## config.mk

```make
export PLATFORM = sky130hd
export DESIGN_NAME = ldl_isqrt
export DESIGN_NICKNAME = d
export VERILOG_FILES = /design/src/hdl/ldl_pkg.sv /design/src/hdl/ldl_isqrt.sv
export SDC_FILE = /design/constraint.sdc
export NUM_CORES = 2
export LEC_CHECK = 0
export ABC_AREA = 1
export BUFFER_PORTS_ARGS = -buffer_cell sky130_fd_sc_hd__buf_4
export CORE_ASPECT_RATIO = 1.25
export CORE_MARGIN = 2
export CORE_UTILIZATION = 50
export CTS_CLUSTER_SIZE = 40
export DETAILED_ROUTE_END_ITERATION = 8
export PLACE_DENSITY = 0.72
export RECOVER_POWER = 25
export SYNTH_ARGS = -nofsm -noshare
export SYNTH_HDL_FRONTEND = slang
export SYNTH_MEMORY_MAX_BITS = 65536
export SYNTH_SLANG_ARGS = --single-unit
```

## constraint.sdc

```tcl
create_clock -name clk -period 2.8 [get_ports clk]
set_input_delay 0.56 -clock clk [delete_from_list [all_inputs] [get_ports clk]]
set_output_delay 0.56 -clock clk [all_outputs]
set_load 0.005 [all_outputs]
```

## src/hdl/ldl_pkg.sv

```systemverilog
`timescale 1ns / 1ps
package ldl_pkg;

  localparam int MAG_W  = 24;   // normalized direction magnitude
  localparam int LEN_W  = 50;   // squared length
  localparam int ROOT_W = 25;   // floor(sqrt(len2))
  localparam int PMAG_W = 41;   // |n . d'|
  localparam int F_W    = 20;   // facing factor, q0.16 with headroom
  localparam int IDX_W  = 3;

  localparam logic [IDX_W-1:0] REG_LIGHT_X = 3'd0;
  localparam logic [IDX_W-1:0] REG_LIGHT_Y = 3'd1;
  localparam logic [IDX_W-1:0] REG_LIGHT_Z = 3'd2;
  localparam logic [IDX_W-1:0] REG_GAIN_R  = 3'd3;
  localparam logic [IDX_W-1:0] REG_GAIN_G  = 3'd4;
  localparam logic [IDX_W-1:0] REG_GAIN_B  = 3'd5;

  // 255 * 65536 and ceil(2^32 / 255)
  localparam logic [27:0] SAT_LIM   = 28'd16711680;
  localparam logic [24:0] RECIP_255 = 25'd16843010;

  typedef struct packed {
    logic [7:0] red;
    logic [7:0] green;
    logic [7:0] blue;
  } ldl_color_t;

  typedef struct packed {
    logic              lit;
    logic [PMAG_W-1:0] pmag;
    ldl_color_t        col;
  } ldl_sqrt_side_t;

  typedef struct packed {
    logic       lit;
    ldl_color_t col;
  } ldl_div_side_t;

endpackage

```

## src/hdl/ldl_isqrt.sv

```systemverilog
`timescale 1ns / 1ps
module ldl_isqrt import ldl_pkg::*; (
  input  logic             clk,
  input  logic             rst_n,
  input  logic             en,
  input  logic             in_v,
  input  logic [LEN_W-1:0] len2,
  input  ldl_sqrt_side_t   side_in,
  output logic             out_v,
  output logic [ROOT_W-1:0] root,
  output ldl_sqrt_side_t   side_out
);

  localparam int RW = ROOT_W + 2;

  logic                v_r    [ROOT_W];
  logic [LEN_W-1:0]    x_r    [ROOT_W];
  logic [ROOT_W-1:0]   root_r [ROOT_W];
  logic [RW-1:0]       rem_r  [ROOT_W];
  ldl_sqrt_side_t      side_r [ROOT_W];

  for (genvar k = 0; k < ROOT_W; k++) begin : g_stage
    localparam int I = ROOT_W - 1 - k;
    logic              pv;
    logic [LEN_W-1:0]  px;
    logic [ROOT_W-1:0] proot;
    logic [RW-1:0]     prem;
    ldl_sqrt_side_t    pside;
    logic [RW-1:0]     remsh;
    logic [RW-1:0]     trial;
    logic              ge;

    if (k == 0) begin : g_first
      assign pv    = in_v;
      assign px    = len2;
      assign proot = '0;
      assign prem  = '0;
      assign pside = side_in;
    end else begin : g_next
      assign pv    = v_r[k-1];
      assign px    = x_r[k-1];
      assign proot = root_r[k-1];
      assign prem  = rem_r[k-1];
      assign pside = side_r[k-1];
    end

    // one root bit per stage from the next pair of radicand bits
    assign remsh = {prem[RW-3:0], px[2*I+1 -: 2]};
    assign trial = {proot, 2'b01};
    assign ge    = (remsh >= trial);

    always_ff @(posedge clk) begin
      if (!rst_n) begin
        v_r[k] <= 1'b0;
      end else if (en) begin
        v_r[k] <= pv;
      end
    end

    always_ff @(posedge clk) begin
      if (en) begin
        x_r[k]    <= px;
        root_r[k] <= {proot[ROOT_W-2:0], ge};
        rem_r[k]  <= ge ? (remsh - trial) : remsh;
        side_r[k] <= pside;
      end
    end
  end

  assign out_v    = v_r[ROOT_W-1];
  assign root     = root_r[ROOT_W-1];
  assign side_out = side_r[ROOT_W-1];

endmodule

```

==> flow_summary.toml <==
[clock_network]
clk_pin_slew_ps = 60
cts-root-buf = "clkbuf_16"
clkSinkCount = 3167
cts_buffers = 310
h-tree-depth = 5
clk_latency_ps = 880
clock_path_buffers = 4
cts_tree = "done"

[status]
outcome = "complete, but fails checks"
violations = "max-capacitance violations, max-slew violations"

[grt]
antenna_found_initial = 7
grt_first_pass_wirelength_um = 467000
grt_usage_pct = 22.7
grt_max_degree = 125
first_global_vias = 79900
globalRoute.totalOverflow = 0

[min_path]
holdPathEnd = "side_r[5][22]"
min_from = "en"
min_path_cells = 1
hold_path_class = "input port to flop"

[run]
cap_violations = 1

[sta]
setup_tns_ps = 0
rsz0062_at_grt = "no"
fmax_mhz = 377
slew_viol_final = 23
slew_headroom_pct = -36.4
hold_viol_final = 0
worstMarginPinSlew_ps = 2050
fin_ws_ps = 149
clock_skew_ps = 72.2
setup_viol = 0
fin_crit_sh_pct = 94.7
fin_crit_ps = 2650

[power]
peakVddDrop_uv = 583
p_leak_nw = 63.1
totalPowerFinal_mw = 115
pwr_density_cell_nw_per_um2 = 759

[place]
place_inst = 15100
gp_congestion = 0.940
placed_cell_area_sq_um = 141000
dp_hpwl_um = 227000
place_ws_ps = 5.27
portBuffers = 211

[layout]
finalNonFillerCells = 15800
final_area_sq_um = 152000
syn2layout_area_growth_pct = 14.4
fin_nets = 12500
drive_gt1_share_pct = 9.07

[drt]
via_per_inst = 4.98
drt_iter0_drc = 5665
ant_nets = 0
drt_first_pass_iters = 6
vias = 78900
drc_errors = 0
wirelength_um = 307000
wl_per_cell_um = 19.4

[die]
die_w_um = 465
num_rows = 211
die_height_um = 580
core_region_area_sq_um = 264000
die_area_sq_um = 270000
start_util_pct = 50.2
io_pins = 212

[critical_path]
crit_path_max_incr_delay_ps = 470
path_common_cell = "nand2_1"
arrival_ps = 3170
reg2reg_slack_ps = 150
path_buf_inv = 2
required_ps = 3320
crit_type = "flop to flop"
r2r_start = "rem_r[2][123]"
critPathTopFamily = "simple AND/OR/NAND/NOR gates"
end_kind = "flop"
path_cells = "ha_1 -> nand2_1 -> nor2_2 -> nand2_1 -> nor2_1 -> nand2_1 -> nand2_1 -> nor2_1 -> nand2_4 -> inv_2 -> buf_12 -> nand2_1 -> nand2_1"
crit_path_start_kind = "flop"
cpMaxStageDelayCell = "edfxtp_1"
path_max_fanout = 24
reg2reg_depth = 13
worstReg2RegEnd = "rem_r[2][155]"

[synthesis]
netlist_area_sq_um = 133000
yosys-top-cells-count = "3338 x nand2_1, 3166 x edfxtp_1, 1729 x inv_1, 757 x nor2_1, 582 x nand3_1"
yosysUniqueCellTypes = 54
yosys.area.top_type = "edfxtp_1"
synth_top_area_share_pct = 71.6
ys_top_cells_by_area = "edfxtp_1 72%, nand2_1 9.4%, inv_1 4.9%"
syn_area_per_cell_sq_um = 11.8
synthesis.nets = 11700
netlist_instances = 11200
ys_seq_elements = 3167
synthArstFlopShare_pct = 0
synthFlopType = "edfxtp_1"
synth-seq-area-share_pct = 71.6
synth_most_common_cell = "nand2_1"
yosysWarnings = 0
synth_edf_count = 3166
## cell type report
cell class | instances | area (sq um)
diodes | 2 | 5.00
repair buffers | 628 | 5540
fillers | 21500 | 112000
clock buffers | 369 | 8090
clock inverters | 184 | 1760
flip-flops and latches | 3167 | 95100
multi-input cells | 6205 | 30400
well taps | 3514 | 4400
inverters | 1756 | 6600
## power by group
part	switching [mW]	leakage, nW	total [mW]	internal [mW]
registers	2.26	30.7	59.1	56.8
clock network	17.4	4.75	40.5	23.1
logic	10.4	27.6	15.6	5.18
## worst max path at each step
stage / from / endpoint / cells past startpoint
after floorplan: rem_r[0][0] / rem_r[0][44] / 9
after global placement: root_r[0][152] / rem_r[0][196] / 11
after detailed placement: root_r[0][153] / rem_r[0][196] / 11
after CTS: root_r[1][114] / rem_r[2][155] / 14
after global routing: root_r[0][356] / rem_r[1][209] / 13
final: rem_r[2][123] / rem_r[2][155] / 13
## flip-flops by register name, indices dropped and copies added, names as in the netlist
signal  count
rem_r     567
root_r    325
side_r   1650
v_r        25
x_r       600
## cells in the final DEF, fill, tap and decap left out, types with 23 or more instances in the layout
cell	count
a21oi_1	301
a21oi_2	29
buf_12	45
buf_4	363
bufinv_16	25
clkbuf_1	69
clkbuf_16	315
clkbuf_4	85
clkinv_1	73
clkinv_2	39
dlygate4sd3_1	119
edfxtp_1	3166
ha_1	351
inv_1	1729
inv_2	24
nand2_1	3338
nand2_2	23
nand3_1	582
nand3b_1	81
nand4_1	151
nor2_1	755
nor2_2	47
nor3_1	69
o21ai_0	116
o21ai_1	33
xnor2_1	57
xor2_1	154
## through the flow
| step | hold slack [ps] | util (%) |
|---|---|---|
| floorplan | 400 | - |
| global placement | 400 | 53.3 |
| detailed placement | 405 | 53.3 |
| CTS | 197 | 57.5 |
| global route | 220 | 57.5 |
| finish | 318 | 57.5 |
## timing repair
item,4_1_cts,5_1_grt
buffers inserted,0,7
endpoints found under the hold margin,119,0
hold buffers,119,0
pin swaps,0,0
resized for setup,2,5
endpoints found under the setup margin,2,29
## cells by family (layout without fill, tap and decap cells)
family	count (synthesis)	in the layout	synth area share (%)
and+or+nand+nor	5124	5124	16.0
DFF	3167	3167	71.6
buffers and inverters	1840	2937	5.51
AOI/OAI and AO/OA	517	517	2.13
adders and majority gates	351	351	3.31
xor gates and xnor gates	212	212	1.40
other	1	3	0.00282
## routing by layer
metal | track usage (%) | share of wire (%) | up-vias
met3 | 2.59 | 3.2 | 612
met5 | 0 | 0 | -
met1 | 25.5 | 38 | 37500
met4 | 10.0 | 4.8 | 0
li1 | - | - | 39100
met2 | 42.8 | 54 | 1602
No activity file was read; power rests on OpenSTA's default activity.
