$ cat src/hdl/ldl_pkg.sv
`timescale 1ns / 1ps
package ldl_pkg;

  localparam int MAG_W  = 24;   // normalized direction magnitude
  localparam int LEN_W  = 50;   // squared length
  localparam int ROOT_W = 25;   // floor(sqrt(len2))
  localparam int PMAG_W = 41;   // |n . d'|
  localparam int F_W    = 20;   // facing factor, q0.16 with headroom
  localparam int IDX_W  = 3;

  localparam logic [IDX_W-1:0] REG_LIGHT_X = 3'd0;
  localparam logic [IDX_W-1:0] REG_LIGHT_Y = 3'd1;
  localparam logic [IDX_W-1:0] REG_LIGHT_Z = 3'd2;
  localparam logic [IDX_W-1:0] REG_GAIN_R  = 3'd3;
  localparam logic [IDX_W-1:0] REG_GAIN_G  = 3'd4;
  localparam logic [IDX_W-1:0] REG_GAIN_B  = 3'd5;

  // 255 * 65536 and ceil(2^32 / 255)
  localparam logic [27:0] SAT_LIM   = 28'd16711680;
  localparam logic [24:0] RECIP_255 = 25'd16843010;

  typedef struct packed {
    logic [7:0] red;
    logic [7:0] green;
    logic [7:0] blue;
  } ldl_color_t;

  typedef struct packed {
    logic              lit;
    logic [PMAG_W-1:0] pmag;
    ldl_color_t        col;
  } ldl_sqrt_side_t;

  typedef struct packed {
    logic       lit;
    ldl_color_t col;
  } ldl_div_side_t;

endpackage

$ cat src/hdl/ldl_color.sv
`timescale 1ns / 1ps
module ldl_color import ldl_pkg::*; (
  input  logic           clk,
  input  logic           rst_n,
  input  logic           en,
  input  logic           in_v,
  input  logic [F_W-1:0] fac,
  input  ldl_div_side_t  side_in,
  input  logic [15:0]    gain_red,
  input  logic [15:0]    gain_green,
  input  logic [15:0]    gain_blue,
  output logic           out_v,
  output logic [15:0]    add_red,
  output logic [15:0]    add_green,
  output logic [15:0]    add_blue,
  output logic           lit
);

  logic [15:0] gain [3];
  logic [7:0]  obj1 [3];

  assign gain[0] = gain_red;
  assign gain[1] = gain_green;
  assign gain[2] = gain_blue;

  logic [2:0]        v_r;
  logic [F_W+15:0]   pg1_r [3];
  ldl_div_side_t     side1_r;
  logic [F_W+23:0]   x2_r  [3];
  logic              lit2_r;
  logic [48:0]       qm3_r [3];
  logic              sat3_r [3];
  logic              lit3_r;
  logic [27:0]       y2 [3];
  logic [15:0]       q3 [3];

  assign obj1[0] = side1_r.col.red;
  assign obj1[1] = side1_r.col.green;
  assign obj1[2] = side1_r.col.blue;

  always_comb begin
    for (int c = 0; c < 3; c++) begin
      y2[c] = 28'(x2_r[c] >> 16);
      q3[c] = sat3_r[c] ? 16'hFFFF : qm3_r[c][47:32];
    end
  end

  always_ff @(posedge clk) begin
    if (!rst_n) begin
      v_r <= '0;
    end else if (en) begin
      v_r <= {v_r[1:0], in_v};
    end
  end

  always_ff @(posedge clk) begin
    if (en) begin
      side1_r <= side_in;
      lit2_r  <= side1_r.lit;
      lit3_r  <= lit2_r;
      for (int c = 0; c < 3; c++) begin
        pg1_r[c]  <= gain[c] * fac;
        x2_r[c]   <= pg1_r[c] * obj1[c];
        // divide by 255 through the reciprocal, exact below the clamp level
        sat3_r[c] <= (y2[c] >= SAT_LIM);
        qm3_r[c]  <= y2[c][23:0] * RECIP_255;
      end
    end
  end

  assign out_v     = v_r[2];
  assign lit       = lit3_r;
  assign add_red   = lit3_r ? q3[0] : 16'd0;
  assign add_green = lit3_r ? q3[1] : 16'd0;
  assign add_blue  = lit3_r ? q3[2] : 16'd0;

endmodule

$ cat config.mk
export PLATFORM = sky130hd
export DESIGN_NAME = ldl_color
export DESIGN_NICKNAME = d
export VERILOG_FILES = /design/src/hdl/ldl_pkg.sv /design/src/hdl/ldl_color.sv
export SDC_FILE = /design/constraint.sdc
export NUM_CORES = 2
export LEC_CHECK = 0
export BUFFER_PORTS_ARGS = -buffer_cell sky130_fd_sc_hd__buf_2
export CAP_MARGIN = 20
export CORE_UTILIZATION = 50
export DETAILED_ROUTE_END_ITERATION = 16
export HOLD_SLACK_MARGIN = 0.02
export PLACE_DENSITY = 0.72
export SYNTH_ARGS = -nofsm -noshare
export SYNTH_HDL_FRONTEND = slang
export SYNTH_SLANG_ARGS = --single-unit
$ cat constraint.sdc
create_clock -name clk -period 8.74 [get_ports clk]
set_input_delay 1.748 -clock clk [delete_from_list [all_inputs] [get_ports clk]]
set_output_delay 1.748 -clock clk [all_outputs]
set_load 0.1 [all_outputs]
==> impl_metrics.yaml <==
global_routing:
  grt_pass1_wl_microns: 285000
  grt_pass1_vias: 55960
  grt_usage_pct: 23.9
  antenna_found_initial: 7
  grt_max_degree: 91
  grt-ovfl-total: 0
hold_path:
  hp-class: "register to register"
  hold_path.startpoint: "lit2_r"
  hold_end: "lit"
  hold_depth: 0
yosys:
  syn_nets: 10180
  synth_compound_gate_area_share_pct: 5.72
  synth_simple_gate_area_share_pct: 15.1
  synthMuxAreaShare_pct: 0.0410
  synth_ff_type: "edfxtp_1"
  synthArstFlopShare_pct: 0
  synth_enable_flop_cells: 270
  yosysWarnings: 0
  synth_cell_types: 75
  synth-seq-cells: 273
  synth_fa_ha_area_share_pct: 55.9
  synth_area_per_cell_sq_um: 9.56
  synth_top_family_by_area: "adder cells"
  syn_area_sq_um: 73200
  yosysSeqAreaShare_pct: 11.2
  synthXorXnorAreaFrac_pct: 2.49
  syn_inst: 7659
placed_design:
  dp_hpwl_microns: 137000
  numPortBuffers: 146
  gp_congestion: 0.906
setup_path:
  rrSetupSlack_ns: 2.33
  rr_worst_depth: 20
  cp_data_required_time_ns: 9.08
  worst-path-max-fanout: 29
  worst-setup-path-type: "primary input to register"
  reg2reg_to: "x2_r[0][87]"
  critPathArrivalTime_ns: 8.29
  cp-start-kind: "primary input"
  end_kind: "register"
  timing.rr.start: "obj1[14]"
sta:
  slew_viol_final: 0
  slew_headroom_pct: 35.0
  min_period_over_period_pct: 90.9
  worst_pin_slew_ns: 0.974
  grt_setup_unrepaired: "no"
  hold_viol: 0
  fin_skew_ns: 0.0266
  setup_violations: 0
  period_needed_ns: 7.95
  fmaxAchievable_ghz: 0.126
  finalSetupTns_ns: 0
detailed_routing:
  detail_route.iter0.violations: 3325
  viasPerCell: 5.38
  drc: 0
  num_vias: 51533
  antenna_left: 0
  routedWlPerCell_microns: 17.8
  routed_wl_microns: 170000
  first_pass_iters: 5
floorplan:
  core_sq_um: 145000
  chipWidth_microns: 385
  die_area_sq_um: 148000
  io_pins: 147
  row_count: 140
  start_util_pct: 50.3
  die_h_microns: 385
cts:
  root_buffer: "clkbuf_16"
  postCtsResizedCells: 0
  cts_buffer_depth: 3
  cts_hold_buf: 0
  cts_tree: "built"
  cts_sinks: 273
  clk_latency_ns: 0.59
  clk_pin_slew_ns: 0.06
  cts-buffers-inserted: 38
  htreeDepth: 2
  post-cts-setup-buffer-count: 0
final_layout:
  fin_util_pct: 53.1
  num-fill-cells: 12994
  drive_gt1_share_pct: 4.21
  area_delta_synth_final_pct: 5.44
  finalNetCount: 10155
outcome:
  status: "completed"
run:
  drv_cap: 0
[stage by stage]
stage	area (sq um)	hold slack, ns	setup slack [ns]	std cells
2_1_floorplan	73200	0.400	0.746	7659
3_3_place_gp	75900	0.407	0.377	9511
3_5_place_dp	75900	0.426	0.269	9511
4_1_cts	77200	0.425	0.904	9581
5_1_grt	77200	0.435	0.523	9585
6_report	77200	0.426	0.794	9586
[critical path: stages]
cell,delay [ns]
buf_2,0.55
buf_4,0.33
nand2_1,0.09
fa_1,0.48
fa_1,0.55
inv_1,0.05
fa_1,0.50
inv_1,0.06
fa_1,0.55
fa_1,0.43
fa_1,0.49
inv_1,0.04
ha_1,0.35
a21oi_1,0.16
nor2_1,0.06
o21a_1,0.16
o21ai_0,0.22
o311ai_1,0.25
a2111o_1,0.46
a31oi_1,0.25
o21ai_1,0.14
a221oi_2,0.27
xnor2_1,0.09
[kinds of logic after synthesis]
logic type      Yosys count
compound gates          629
xor+xnor                208
fa+ha+maj              2424
buf+inv                1877
flops                   273
mux                       3
simple gates           2245
[layout make-up]
class,count,area [sq um],area share (%)
flip-flops and latches,273,8170,10.6
well taps,1917,2400,3.11
multi-input cells,5509,58000,75.1
clock inverters,30,312,0.404
repair buffers,231,1390,1.80
diodes,5,12.5,0.0162
inverters,1581,5930,7.69
clock buffers,40,980,1.27
[registers in the layout, indices dropped and copies added (netlist names), 3 cells and up]
| register | count |
|---|---|
| pg1_r | 108 |
| x2_r | 84 |
| qm3_r | 48 |
| obj1 | 24 |
| sat3_r | 3 |
| v_r | 3 |
[cell usage in the layout, fill, tap and decap left out, drive strengths merged, types with 6 or more instances in the layout]
cell and instances:
ha 1017, o21a 76, and2 845, and4 10
o21bai 26, a221o 6, a21o 116, nor2b 27
o31ai 7, and3 18, nand2 1068, nor4 8
or2 7, nor2 112, buf 231, clkinv 10
xor2 64, a21oi 174, a211oi 18, nand3 32
a31oi 22, nand2b 26, fa 1407, o41ai 6
clkbuf 40, xnor2 144, or3 6, nand4 41
o21ai 106, inv 1593, nor3 34, o211ai 8
edfxtp 270
[worst max path at each step]
| stage | startpoint | to | slack [ns] | cells past startpoint |
|---|---|---|---|---|
| CTS | fac[8] | pg1_r[0][70] | 0.90 | 23 |
| global route | fac[8] | pg1_r[0][71] | 0.52 | 23 |
| global placement | fac[8] | pg1_r[0][34] | 0.38 | 22 |
| floorplan | fac[8] | pg1_r[0][34] | 0.75 | 23 |
| finish | fac[8] | pg1_r[0][70] | 0.79 | 23 |
| detailed placement | fac[8] | pg1_r[0][68] | 0.27 | 23 |
[cells in the mapped netlist (4+ instances only)]
cell          n  area, sq um
and3_1       18          113
a21o_1      116          871
and4_1       10         87.6
a211oi_1     18          135
nor2b_1      27          169
a31o_2        4         35.0
a2111oi_0     4         35.0
a21oi_1     172          861
a311oi_1      4         35.0
nand4_1      41          257
o211ai_1      8         60.1
nor2_1      112          420
xor2_1       64          561
clkbuf_1    293         1100
o21bai_1     26          195
nand3_1      32          160
o21a_1       76          571
o2111ai_1     4         35.0
xnor2_1     144         1260
nand2b_1     26          163
o31ai_1       6         45.0
nor4_1        8         50.1
a21boi_0      4         30.0
nor3_1       33          165
or3_1         6         37.5
nand4b_1      5         43.8
and2_1      845         5290
a31oi_1      22          138
fa_1       1407        28200
inv_1      1581         5930
ha_1       1017        12700
edfxtp_1    270         8110
o21ai_0      96          480
or2_2         7         43.8
nand2_1    1068         4010
o21ai_1       9         45.0
a221o_1       6         60.1
a41oi_1       4         35.0
a211o_1       5         43.8
[metal layers]
| metal | share of wire [%] | up-vias | wire [microns] | global-route usage (%) |
|---|---|---|---|---|
| li1 | - | 23494 | - | - |
| met2 | 46 | 1772 | 77700 | 38.4 |
| met1 | 45 | 26052 | 76400 | 34.1 |
| met4 | 1.8 | 2 | 3030 | 5.31 |
| met3 | 7.7 | 213 | 13100 | 3.84 |
| met5 | 0.0076 | - | 13 | 0 |
Power is not shown: default switching activity piles up to over one toggle a cycle in this logic, so the estimate is an artifact.
