## src/hdl/ldl_pkg.sv

```systemverilog
`timescale 1ns / 1ps
package ldl_pkg;

  localparam int MAG_W  = 24;   // normalized direction magnitude
  localparam int LEN_W  = 50;   // squared length
  localparam int ROOT_W = 25;   // floor(sqrt(len2))
  localparam int PMAG_W = 41;   // |n . d'|
  localparam int F_W    = 20;   // facing factor, q0.16 with headroom
  localparam int IDX_W  = 3;

  localparam logic [IDX_W-1:0] REG_LIGHT_X = 3'd0;
  localparam logic [IDX_W-1:0] REG_LIGHT_Y = 3'd1;
  localparam logic [IDX_W-1:0] REG_LIGHT_Z = 3'd2;
  localparam logic [IDX_W-1:0] REG_GAIN_R  = 3'd3;
  localparam logic [IDX_W-1:0] REG_GAIN_G  = 3'd4;
  localparam logic [IDX_W-1:0] REG_GAIN_B  = 3'd5;

  // 255 * 65536 and ceil(2^32 / 255)
  localparam logic [27:0] SAT_LIM   = 28'd16711680;
  localparam logic [24:0] RECIP_255 = 25'd16843010;

  typedef struct packed {
    logic [7:0] red;
    logic [7:0] green;
    logic [7:0] blue;
  } ldl_color_t;

  typedef struct packed {
    logic              lit;
    logic [PMAG_W-1:0] pmag;
    ldl_color_t        col;
  } ldl_sqrt_side_t;

  typedef struct packed {
    logic       lit;
    ldl_color_t col;
  } ldl_div_side_t;

endpackage

```

## src/hdl/ldl_div.sv

```systemverilog
`timescale 1ns / 1ps
module ldl_div import ldl_pkg::*; (
  input  logic              clk,
  input  logic              rst_n,
  input  logic              en,
  input  logic              in_v,
  input  logic [PMAG_W-1:0] pmag,
  input  logic [ROOT_W-1:0] root,
  input  ldl_div_side_t     side_in,
  output logic              out_v,
  output logic [F_W-1:0]    quo,
  output ldl_div_side_t     side_out
);

  localparam int NW = PMAG_W + 2;

  logic              v_r    [F_W];
  logic [NW-1:0]     n_r    [F_W];
  logic [ROOT_W-1:0] d_r    [F_W];
  logic [ROOT_W-1:0] rem_r  [F_W];
  logic [F_W-1:0]    q_r    [F_W];
  ldl_div_side_t     side_r [F_W];

  logic [NW-1:0] num;
  assign num = {pmag, 2'b00};

  for (genvar k = 0; k < F_W; k++) begin : g_stage
    localparam int J = F_W - 1 - k;
    logic              pv;
    logic [NW-1:0]     pn;
    logic [ROOT_W-1:0] pd;
    logic [ROOT_W-1:0] prem;
    logic [F_W-1:0]    pq;
    ldl_div_side_t     pside;
    logic [ROOT_W:0]   rem2;
    logic              ge;

    if (k == 0) begin : g_first
      // high dividend bits stay below the root, so they seed the remainder
      assign pv    = in_v;
      assign pn    = num;
      assign pd    = root;
      assign prem  = ROOT_W'(num[NW-1:F_W]);
      assign pq    = '0;
      assign pside = side_in;
    end else begin : g_next
      assign pv    = v_r[k-1];
      assign pn    = n_r[k-1];
      assign pd    = d_r[k-1];
      assign prem  = rem_r[k-1];
      assign pq    = q_r[k-1];
      assign pside = side_r[k-1];
    end

    assign rem2 = {prem, pn[J]};
    assign ge   = (rem2 >= {1'b0, pd});

    always_ff @(posedge clk) begin
      if (!rst_n) begin
        v_r[k] <= 1'b0;
      end else if (en) begin
        v_r[k] <= pv;
      end
    end

    always_ff @(posedge clk) begin
      if (en) begin
        n_r[k]    <= pn;
        d_r[k]    <= pd;
        rem_r[k]  <= ge ? ROOT_W'(rem2 - {1'b0, pd}) : ROOT_W'(rem2);
        q_r[k]    <= {pq[F_W-2:0], ge};
        side_r[k] <= pside;
      end
    end
  end

  assign out_v    = v_r[F_W-1];
  assign quo      = q_r[F_W-1];
  assign side_out = side_r[F_W-1];

endmodule

```

## config.mk

```make
export PLATFORM = sky130hd
export DESIGN_NAME = ldl_div
export DESIGN_NICKNAME = d
export VERILOG_FILES = /design/src/hdl/ldl_pkg.sv /design/src/hdl/ldl_div.sv
export SDC_FILE = /design/constraint.sdc
export NUM_CORES = 2
export LEC_CHECK = 0
export ABC_CLOCK_PERIOD_IN_PS = 4500
export BUFFER_PORTS_ARGS = -buffer_cell sky130_fd_sc_hd__buf_4
export CORE_ASPECT_RATIO = 2
export CORE_MARGIN = 4
export CORE_UTILIZATION = 55
export DETAILED_ROUTE_END_ITERATION = 12
export PLACE_DENSITY = 0.83
export SYNTH_ARGS = -nofsm -noshare
export SYNTH_HDL_FRONTEND = slang
export SYNTH_SLANG_ARGS = --single-unit
```

## constraint.sdc

```tcl
create_clock -name clk -period 4.5 [get_ports clk]
set_input_delay 0.45 -clock clk [delete_from_list [all_inputs] [get_ports clk]]
set_output_delay 0.45 -clock clk [all_outputs]
set_load 0.03 [all_outputs]
```

==> results.py <==
metrics = {
    "route": {
        "firstDrtPassIters": 7,
        "drc_errors": 0,
        "drt_iter0_drc": 2677,
        "ant_nets": 0,
        "drt_wl_total_um": 185000,
        "vias": 52400,
        "routedWlPerCell_um": 20.4,
        "viasPerCell": 5.77,
    },
    "power": {
        "ir_drop_mv": 0.355,
        "sw_frac_of_total_pct": 34.4,
        "combinationalPowerShare_pct": 39.5,
        "switching_power_mw": 22.2,
        "internal-power_mw": 42.2,
        "power.total_mw": 64.4,
        "power.share.clock_pct": 21.8,
        "sequentialPowerShare_pct": 38.7,
        "leakagePower_nw": 38.2,
        "p_per_area_nw_per_um2": 664,
    },
    "worst_setup_path": {
        "path_cells": "inv_1, ha_1, inv_1, fa_1, a21oi_1, o21ai_0, a2111oi_1, o31ai_1, a41oi_1, o31ai_1, a21oi_2, buf_12, mux2_2",
        "cp-end-kind": "register",
        "cp.arrival_ps": 4700,
        "path_max_fanout": 48,
        "critPathLaunchType": "register",
        "critical_path_buf_inv_count": 3,
        "rr_worst_depth": 13,
        "crit_slowest_cell": "a2111oi_1",
        "cp.depth": 13,
        "cp_slowest_stage_delay_ps": 820,
        "crit_family": "compound AO/OA/AOI/OAI gates",
        "required_ps": 5020,
        "critPathKind": "reg2reg",
    },
    "clock_network": {
        "clk_pin_slew_ps": 60,
        "cts_root_buf": "clkbuf_16",
        "h-tree-depth": 4,
        "cts_sinks": 1833,
        "cts_made_buffers": 166,
        "insertion_delay_ps": 820,
        "cts_tree": "built",
        "clockBufferDepth": 4,
        "cts_setup_buffers": 0,
    },
    "global_routing": {
        "grt_util_all_layers_pct": 22.2,
        "grt_pass1_wl_um": 284000,
        "grt_pass1_vias": 56400,
        "grt-ovfl-total": 0,
        "antenna_found_initial": 6,
        "grt_max_degree": 154,
    },
    "placed_design": {
        "hpwlAfterDp_um": 137000,
        "gp_congestion": 0.985,
        "io_buffers": 140,
    },
    "logic_synthesis": {
        "syn_avg_cell_area_sq_um": 13.3,
        "synth_edf_count": 1832,
        "synth.most_common_cell": "edfxtp_1",
        "syn_nets": 7121,
        "synth.distinct_cells": 97,
        "muxShareOfSynthArea_pct": 3.20,
        "synth_common_cells": "1832 x edfxtp_1, 627 x inv_1, 498 x ha_1, 450 x a21oi_1, 390 x nand2_1",
        "synth_top_family_by_area": "compound AO/OA/AOI/OAI gates",
        "synth_top_cell_area_share_pct": 63.5,
        "synth_xor_area_share_pct": 3.91,
        "ys_warn_count": 0,
        "synthArstFlopShare_pct": 0,
        "syn_area_sq_um": 86700,
        "yosysTopAreaCell": "edfxtp_1",
        "synth_fa_ha_area_share_pct": 7.63,
        "ys_ff_latch": 1833,
        "synthCells": 6509,
        "yosysSeqAreaShare_pct": 63.5,
        "synth-compound-area-share_pct": 11.3,
        "synth_flop_cell": "edfxtp_1",
        "synthTopCellsByArea": "edfxtp_1 63%, ha_1 7.2%, inv_1 2.7%",
        "synth_simple_gate_area_share_pct": 6.95,
    },
    "floorplan": {
        "io_pins": 141,
        "initial_core_util_pct": 55.5,
        "fp.dieW_um": 289,
        "rows": 205,
        "die_y_um": 569,
        "core_sq_um": 156000,
        "dieArea_sq_um": 164000,
    },
    "sta": {
        "hold_viol_final": 0,
        "max-slew-margin-rel_pct": 17.6,
        "worstMarginPinSlew_ps": 1220,
        "skew_ps": 79.2,
        "fin_crit_ps": 4180,
        "setup_viol": 0,
        "slew_violations": 0,
        "rsz0062_at_grt": "no",
        "period_share_pct": 92.9,
        "fmaxAchievable_ghz": 0.239,
        "finalSetupTns_ps": 0,
    },
    "worst_hold_path": {
        "hp-class": "in2reg",
        "whs_path_depth": 3,
    },
    "cells_and_area": {
        "layout.nets": 7484,
        "area_growth_pct": 11.9,
        "final_layout_size_suffix_gt1_share_pct": 10.5,
    },
    "outcome": {
        "outcome": "completed",
    },
    "run": {
        "drv_cap": 0,
    },
}
==> layer usage <==
layer,vias up,global-route usage (%),wire (um)
met5,-,0,0
met4,0,21.9,21600
met3,821,2.52,4940
met2,1364,45.4,108000
met1,25300,16.2,50600
li1,24900,-,-
==> worst min-delay path: cells and delay by family <==
family | cells | cell delay [ps]
muxes | 1 | 120
buffers and inverters | 2 | 150
==> kinds of logic (layout without fill, tap and decap cells) <==
kind of cell             Yosys count  after routing
AO/OA/AOI/OAI                   1528           1528
XOR/XNOR                         387            387
adder cells (fa/ha/maj)          517            517
buffers and inverters            760           1240
flip-flops                      1833           1833
multiplexers                     240            240
other                              0             18
AND/OR/NAND/NOR                 1244           1244
==> stage by stage <==
stage               hold WS (ps)  util (%)  setup WS [ps]  std cells  area [sq um]
finish                      66.3      62.1            321       9077         97000
CTS                         8.53      62.1            325       9059         97000
detailed placement           405      58.1            373       8682         90800
floorplan                    400         -           1080       6509         86700
global route                 110      62.1            109       9074         97000
global placement             400      58.1            441       8682         90800
==> registers in the layout, summed over array words and instances, names as in the netlist <==
| name | flops |
|---|---|
| d_r | 475 |
| n_r | 153 |
| q_r | 210 |
| rem_r | 475 |
| side_r | 500 |
| v_r | 20 |
==> power by group through the flow <==
stage,Clock (mW),Sequential [mW],Combinational (mW)
after detailed placement,0,25.2,25.1
after global placement,0,25.1,24.1
after floorplan,0,24.6,18.6
after CTS,14.4,24.9,25.3
after global routing,15.0,25.1,27.8
final,14.1,24.9,25.5
==> final timing paths <==
kind                                                 to  slack [ps]                    start
worst max-delay path              rem_r[2][1]$_DFFE_PP_         320     n_r[1][17]$_DFFE_PP_
worst min-delay path              rem_r[0][1]$_DFFE_PP_          70                 pmag[18]
worst max register to register    rem_r[2][1]$_DFFE_PP_         320     n_r[1][17]$_DFFE_PP_
worst min register to register  side_r[2][59]$_DFFE_PP_         380  side_r[2][34]$_DFFE_PP_
==> cell type report <==
type	count	area [sq um]
Multi-Input combinational cell	3916	28700
Antenna cell	18	45.0
Fill cell	11500	59200
Sequential cell	1833	55000
Timing Repair Buffer	326	3050
Clock inverter	89	973
Tap cell	2070	2590
Inverter	629	2360
Clock buffer	196	4310
==> timing repair <==
action | CTS | global route
hold buffers | 92 | 0
hold endpoints to repair | 92 | 0
resized for setup | 0 | 1
setup endpoints to repair | 0 | 5
==> placed cells by master, fill, tap and decap left out, types with 45 or more instances in the layout <==
master / n
a21oi_1: 447
xor2_1: 148
dlygate4sd3_1: 92
ha_1: 498
inv_1: 627
nand4_1: 71
edfxtp_1: 1832
buf_4: 205
and3_1: 52
xnor2_1: 239
o21a_1: 55
a21o_1: 251
nand2b_1: 65
o21ai_0: 350
nor3_1: 51
clkbuf_16: 168
nor2b_1: 48
mux2_2: 175
nor2_1: 297
a211oi_1: 50
nand2_1: 390
nand3_1: 107
o21bai_1: 45
No activity file was read; power rests on OpenSTA's default activity.
